$ cat src/rtl/lpra_pkg.sv
`timescale 1ns / 1ps

package lpra_pkg;

  localparam int ROUTE_ENTRIES_DEF = 1024;
  localparam int ARP_ENTRIES_DEF   = 16;

  // wide enough to hold any table size or count for a limit compare
  localparam int CNT_W = 17;

  localparam int SLOT_W      = 10;
  localparam int ROUTE_CFG_W = 11;
  localparam int ARP_CFG_W   = 5;

  localparam logic [1:0] FUNC_ROUTE_WR = 2'd0;
  localparam logic [1:0] FUNC_ARP_WR   = 2'd1;
  localparam logic [1:0] FUNC_LOOKUP   = 2'd2;

  localparam logic REG_ROUTE_COUNT = 1'b0;
  localparam logic REG_ARP_COUNT   = 1'b1;

  typedef struct packed {
    logic [31:0] prefix;
    logic [31:0] mask;
    logic [31:0] hop;
    logic [7:0]  port;
  } route_entry_t;

  typedef struct packed {
    logic [31:0] ip;
    logic [47:0] mac;
  } arp_entry_t;

  typedef struct packed {
    logic        route_found;
    logic        arp_found;
    logic [7:0]  out_port;
    logic [31:0] out_gateway;
    logic [47:0] out_mac;
  } result_t;

  typedef enum logic [1:0] {
    ST_IDLE,
    ST_RSCAN,
    ST_ASCAN,
    ST_DONE
  } state_t;

endpackage

$ cat src/rtl/lpra_seq.sv
`timescale 1ns / 1ps

module lpra_seq
  import lpra_pkg::*;
#(
  parameter int ROUTE_ENTRIES = ROUTE_ENTRIES_DEF,
  parameter int ARP_ENTRIES   = ARP_ENTRIES_DEF,
  localparam int RIDX_W = (ROUTE_ENTRIES > 1) ? $clog2(ROUTE_ENTRIES) : 1,
  localparam int RCNT_W = $clog2(ROUTE_ENTRIES + 1),
  localparam int AIDX_W = (ARP_ENTRIES > 1) ? $clog2(ARP_ENTRIES) : 1,
  localparam int ACNT_W = $clog2(ARP_ENTRIES + 1)
) (
  input  logic              clk,
  input  logic              rst,
  input  logic              start,
  input  logic [31:0]       dst,
  input  logic [RCNT_W-1:0] n_route,
  input  logic [ACNT_W-1:0] n_arp,
  output logic              busy,
  output logic              route_rd_en,
  output logic [RIDX_W-1:0] route_rd_addr,
  input  route_entry_t      route_rd_data,
  output logic              arp_rd_en,
  output logic [AIDX_W-1:0] arp_rd_addr,
  input  arp_entry_t        arp_rd_data,
  output logic              res_valid,
  input  logic              res_ready,
  output result_t           res
);

  state_t state, state_next;

  logic [31:0]       dst_q;
  logic [RCNT_W-1:0] r_issue;
  logic              r_pend;
  logic [ACNT_W-1:0] a_issue;
  logic              a_pend;
  logic              have_route;
  logic              have_arp;
  logic [31:0]       best_mask;
  logic [31:0]       best_hop;
  logic [7:0]        best_port;
  logic [47:0]       best_mac;

  logic        r_more;
  logic        a_more;
  logic        res_load;
  logic [31:0] eq_a;
  logic [31:0] eq_b;
  logic        eq_hit;
  logic        mask_better;

  assign r_more = (r_issue < n_route);
  assign a_more = (a_issue < n_arp) && !have_arp;

  // shared equality compare: route match during the route pass, next hop
  // against ARP IP during the ARP pass
  assign eq_a   = (state == ST_ASCAN) ? arp_rd_data.ip : (dst_q & route_rd_data.mask);
  assign eq_b   = (state == ST_ASCAN) ? best_hop : route_rd_data.prefix;
  assign eq_hit = (eq_a == eq_b);

  // strict greater keeps the earliest entry on equal masks
  assign mask_better = !have_route || (route_rd_data.mask > best_mask);

  always_comb begin
    state_next = state;
    case (state)
      ST_IDLE: begin
        if (start) begin
          state_next = ST_RSCAN;
        end
      end
      ST_RSCAN: begin
        if (!r_more && !r_pend) begin
          state_next = have_route ? ST_ASCAN : ST_DONE;
        end
      end
      ST_ASCAN: begin
        if (have_arp || (!a_more && !a_pend)) begin
          state_next = ST_DONE;
        end
      end
      ST_DONE: begin
        if (!res_valid || res_ready) begin
          state_next = ST_IDLE;
        end
      end
      default: begin
        state_next = ST_IDLE;
      end
    endcase
  end

  always_comb begin
    busy          = 1'b1;
    route_rd_en   = 1'b0;
    arp_rd_en     = 1'b0;
    res_load      = 1'b0;
    route_rd_addr = r_issue[RIDX_W-1:0];
    arp_rd_addr   = a_issue[AIDX_W-1:0];
    case (state)
      ST_IDLE: begin
        busy = 1'b0;
      end
      ST_RSCAN: begin
        route_rd_en = r_more;
      end
      ST_ASCAN: begin
        arp_rd_en = a_more;
      end
      ST_DONE: begin
        res_load = !res_valid || res_ready;
      end
      default: begin
        busy = 1'b1;
      end
    endcase
  end

  always_ff @(posedge clk) begin
    if (rst) begin
      state     <= ST_IDLE;
      res_valid <= 1'b0;
      r_pend    <= 1'b0;
      a_pend    <= 1'b0;
      have_route <= 1'b0;
      have_arp  <= 1'b0;
      r_issue   <= '0;
      a_issue   <= '0;
    end else begin
      state  <= state_next;
      r_pend <= route_rd_en;
      a_pend <= arp_rd_en;

      if (res_load) begin
        res_valid <= 1'b1;
      end else if (res_ready) begin
        res_valid <= 1'b0;
      end

      if (start) begin
        r_issue    <= '0;
        a_issue    <= '0;
        have_route <= 1'b0;
        have_arp   <= 1'b0;
      end else begin
        if (route_rd_en) begin
          r_issue <= r_issue + 1'b1;
        end
        if (arp_rd_en) begin
          a_issue <= a_issue + 1'b1;
        end
        if (state == ST_RSCAN && r_pend && eq_hit && mask_better) begin
          have_route <= 1'b1;
        end
        if (state == ST_ASCAN && a_pend && !have_arp && eq_hit) begin
          have_arp <= 1'b1;
        end
      end
    end
  end

  always_ff @(posedge clk) begin
    if (start) begin
      dst_q     <= dst;
      best_mask <= '0;
      best_hop  <= '0;
      best_port <= '0;
      best_mac  <= '0;
    end else begin
      if (state == ST_RSCAN && r_pend && eq_hit && mask_better) begin
        best_mask <= route_rd_data.mask;
        best_hop  <= route_rd_data.hop;
        best_port <= route_rd_data.port;
      end
      if (state == ST_ASCAN && a_pend && !have_arp && eq_hit) begin
        best_mac <= arp_rd_data.mac;
      end
    end
    if (res_load) begin
      res.route_found <= have_route;
      res.arp_found   <= have_arp;
      res.out_port    <= best_port;
      res.out_gateway <= best_hop;
      res.out_mac     <= best_mac;
    end
  end

`ifndef ASSERT_OFF
  a_arp_needs_route: assert property (@(posedge clk) disable iff (rst)
    res_valid |-> (res.route_found || !res.arp_found))
    else $error("ARP hit reported without a route");

  a_no_route_zero: assert property (@(posedge clk) disable iff (rst)
    (res_valid && !res.route_found) |->
      (res.out_port == 8'd0 && res.out_gateway == 32'd0 && res.out_mac == 48'd0))
    else $error("route fields not zero on a miss");

  a_start_scans: assert property (@(posedge clk) disable iff (rst)
    start |=> (state == ST_RSCAN))
    else $error("lookup did not enter the route scan");

  a_hold_result: assert property (@(posedge clk) disable iff (rst)
    (state == ST_DONE && res_valid && !res_ready) |=> (state == ST_DONE))
    else $error("pending result would be overwritten");

  a_arp_flag: assert property (@(posedge clk) disable iff (rst)
    have_arp |-> have_route)
    else $error("ARP hit set with no route");
`endif

endmodule

$ cat config.mk
export PLATFORM = sky130hd
export DESIGN_NAME = lpra_seq
export DESIGN_NICKNAME = d
export VERILOG_FILES = /design/src/rtl/lpra_pkg.sv /design/src/rtl/lpra_seq.sv
export SDC_FILE = /design/constraint.sdc
export NUM_CORES = 1
export LEC_CHECK = 0
export BUFFER_PORTS_ARGS = -buffer_cell sky130_fd_sc_hd__buf_2
export CAP_MARGIN = 20
export CORE_MARGIN = 1
export CORE_UTILIZATION = 35
export DETAILED_ROUTE_END_ITERATION = 10
export HOLD_SLACK_MARGIN = 0.15
export PLACE_DENSITY = 0.61
export SETUP_SLACK_MARGIN = 0.4
export SKIP_CTS_REPAIR_TIMING = 1
export SLEW_MARGIN = 20
export SYNTH_ARGS = -nofsm -noshare
export SYNTH_HDL_FRONTEND = slang
export SYNTH_SLANG_ARGS = --single-unit
$ cat constraint.sdc
create_clock -name clk -period 6.4 [get_ports clk]
set_input_delay 0 -clock clk [delete_from_list [all_inputs] [get_ports clk]]
set_output_delay 0 -clock clk [all_outputs]
set_load 0.02 [all_outputs]
==> impl_metrics.env <==
export IMPL_outcome="complete, no violations"
export IMPL_critPathRequiredTime_ns=6.88
export IMPL_path_cells="inv_1, ha_1, nor4_1, o22ai_4, buf_4, a2111oi_4, buf_12, mux2i_1"
export IMPL_start_util=0.3588
export IMPL_cpPeakStageDelay_ns=0.96
export IMPL_p_int_w=0.003138
export IMPL_cp_endpoint="best_port[5]$_SDFFE_PP0P_"
export IMPL_cts_reportedPaths_clkPinSlew_ns=0.06
export IMPL_htreeDepth=1
export IMPL_r2r_end="best_port[5]$_SDFFE_PP0P_"
export IMPL_cts_made_buffers=30
export IMPL_endpoint_kind="register"
export IMPL_worst_slew_pin_transition_ns=1.085
export IMPL_relSlewSlack=0.2763
export IMPL_max_freq_mhz=269.6
export IMPL_grt_max_degree=75
export IMPL_drive_gt1_frac=0.2583
export IMPL_period_minus_slack_ns=3.710
export IMPL_gp_congestion=0.7977
export IMPL_grt_pass1_vias=8765
export IMPL_hold_ws_ns=0.1426
export IMPL_clockBufferDepth=3
export IMPL_antenna_found_initial=2
export IMPL_drc=0
export IMPL_synth_area_um2=11790
export IMPL_slew_viol_final=0
export IMPL_seqCellArea_um2=6526
export IMPL_via_count=9791
export IMPL_switching_share=0.2502
export IMPL_grt_pass1_wl_um=46370
export IMPL_crit_type="reg2reg"
export IMPL_core_area_um2=32870
export IMPL_pwr_share_seq=0.448
export IMPL_clockPowerShare=0.419
export IMPL_die_area_um2=34430
export IMPL_crit_start="state[0]$_SDFFE_PP0P_"
export IMPL_cp_start_kind="register"
export IMPL_gr_total_overflow=0
export IMPL_multi_input_comb_area_um2=4641
export IMPL_syn_area_per_cell_um2=10.79
export IMPL_routed_via_density=4.821
export IMPL_yosysWarningCount=0
export IMPL_p_sw_w=0.001047
export IMPL_wl_um=33360
export IMPL_ios=344
export IMPL_finalHoldViolCount=0
export IMPL_power_density_nw_per_um2=254.8
export IMPL_min_period_over_period=0.5797
export IMPL_synthToLayoutAreaGrowth_pct=39.27
export IMPL_synth_fp_nets=1382
export IMPL_n_fill_cell=2947
export IMPL_drtIter0Drc=519
export IMPL_r2r_cells=8
export IMPL_rr_startpoint="state[0]$_SDFFE_PP0P_"
export IMPL_synth_cell_types=46
export IMPL_nets=1852
export IMPL_comb_power_share=0.133
export IMPL_yosys_register_bits=265
export IMPL_clock_sinks=265
export IMPL_post_drt_wl_per_cell_um=16.43
export IMPL_cts_root_buffer="clkbuf_16"
export IMPL_r2r_slack_ns=2.69
export IMPL_core_rowCount=66
export IMPL_setup_viol=0
export IMPL_fin_skew_ns=0.01692
export IMPL_first_pass_iters=7
export IMPL_final_antenna_net_count=0
export IMPL_critical_path_arrival_ns=4.19
export IMPL_rsz0062_at_grt="false"
export IMPL_final_cell_mix="buf_2, nand2_1, dlygate4sd3_1, dfxtp_1, edfxtp_1"
export IMPL_grtUsageTotal=0.1713
export IMPL_cap_violations=0
export IMPL_netlist_instances=1093
export IMPL_hpwlAfterDp_um=21350
export IMPL_max_vdd_ir_drop_v=0.0002209
export IMPL_die_h_um=185.6
export IMPL_portBuffers=343
export IMPL_die_x_um=185.6
export IMPL_worstSkewPairLatency_ns=0.56
export IMPL_setup_tns_ns=0
export IMPL_synth_seq_area_share=0.5534
export IMPL_slowest_stage="nor4_1"
export IMPL_layout_commonest_cell="buf_2"
export IMPL_crit_fanout=72
export IMPL_min_path_type="in2reg"
export IMPL_p_leak_nw=6.504
export IMPL_cts_tree="yes"
-- synth_stat cells, drive strengths merged --
master / count / area (µm²)
o21ai: 17 / 85.08
mux2i: 73 / 730.7
o2111ai: 1 / 8.760
a2111oi: 1 / 15.01
o22a: 2 / 17.52
nor2: 14 / 52.55
or2: 1 / 6.260
nand4b: 1 / 8.760
dfxtp: 143 / 2863
xor2: 46 / 402.9
clkbuf: 49 / 183.9
nand3: 13 / 65.06
a211oi: 3 / 22.52
a31o: 1 / 8.760
nand3b: 1 / 7.510
o211ai: 3 / 22.52
o31ai: 52 / 390.4
a222oi: 1 / 10.01
a21oi: 77 / 385.4
a31oi: 2 / 12.51
nor3: 2 / 10.01
and2: 2 / 12.51
xnor2: 21 / 183.9
and4: 1 / 8.760
nand2: 189 / 709.4
ha: 53 / 663.1
and3: 4 / 25.02
inv: 58 / 217.7
or4: 3 / 22.52
nand2b: 3 / 18.77
o22ai: 2 / 12.51
nor2b: 8 / 50.05
o21a: 1 / 7.510
or3: 7 / 43.79
buf: 30 / 287.8
a21o: 11 / 82.58
nand4: 65 / 406.6
edfxtp: 122 / 3664
nor4: 10 / 68.81
-- power by group through the flow --
stage / clock, W / combinational (W) / sequential (W)
finish: 0.00175 / 0.000556 / 0.00187
global route: 0.00187 / 0.000609 / 0.00188
CTS: 0.00180 / 0.000477 / 0.00187
detailed placement: 0 / 0.000475 / 0.00191
global placement: 0 / 0.000470 / 0.00191
floorplan: 0 / 0.000214 / 0.00197
-- metal layers --
metal	vias up	share of wire	global-route usage
met2	295	0.50	0.2902
met5	-	0	0
li1	4811	-	-
met1	4630	0.42	0.2194
met3	55	0.050	0.02954
met4	0	0.027	0.05967
-- metrics by stage --
step,instances,instance area [µm²],setup slack (ns),total power (W),utilization
floorplan,1093,11790,1.317,0.002179,-
global placement,1807,13720,2.737,0.002378,0.4174
detailed placement,1807,13720,2.626,0.002384,0.4174
CTS,1863,14750,2.586,0.004148,0.4487
global route,2030,16420,2.499,0.004356,0.4997
finish,2031,16430,2.690,0.004185,0.4998
-- logic make-up (layout without fill, tap and decap cells) --
| group | count (synthesis) | in the layout | synth area share |
|---|---|---|---|
| xor gates and xnor gates | 67 | 67 | 0.04976 |
| other | 0 | 2 | 0 |
| DFF | 265 | 265 | 0.5534 |
| and+or+nand+nor | 324 | 324 | 0.1286 |
| adders and majority gates | 53 | 53 | 0.05623 |
| muxes | 73 | 73 | 0.06196 |
| buffers and inverters | 137 | 631 | 0.05846 |
| AOI/OAI and AO/OA | 174 | 174 | 0.09166 |
-- how the worst min path moves through the flow --
stage                  start                      end  cells after the start
floorplan                rst    state[1]$_SDFFE_PP0P_                      1
detailed placement   dst[20]      dst_q[20]$_DFFE_PP_                      1
finish              n_arp[4]  a_issue[2]$_SDFFE_PP0P_                      7
global route         dst[16]      dst_q[16]$_DFFE_PP_                      2
CTS                   dst[7]       dst_q[7]$_DFFE_PP_                      1
global placement      dst[2]       dst_q[2]$_DFFE_PP_                      1
-- sequential cells by signal, summed over array words and instances, names as in the netlist --
register / cells
best_mask: 32
res_valid: 1
best_mac: 48
have_route: 1
best_port: 8
r_issue: 11
state: 2
best_hop: 32
a_pend: 1
dst_q: 32
res: 90
a_issue: 5
have_arp: 1
r_pend: 1
-- critical path: cells and delay by family, from the launching register on --
kind / cells / cell delay [ns]
AOI/OAI and AO/OA: 2 / 0.59
adders and majority gates: 1 / 0.45
buffers and inverters: 3 / 0.89
DFF: 1 / 0.36
muxes: 1 / 0.26
and+or+nand+nor: 1 / 0.96
-- layout make-up --
| cell class | count | area share |
|---|---|---|
| Antenna cell | 2 | 0.0003047 |
| Clock inverter | 12 | 0.007389 |
| Inverter | 58 | 0.01341 |
| Timing Repair Buffer | 517 | 0.2102 |
| Tap cell | 442 | 0.03367 |
| Clock buffer | 44 | 0.05515 |
| Sequential cell | 265 | 0.3973 |
| Multi-Input combinational cell | 691 | 0.2825 |
No activity file was read; power rests on OpenSTA's default activity.
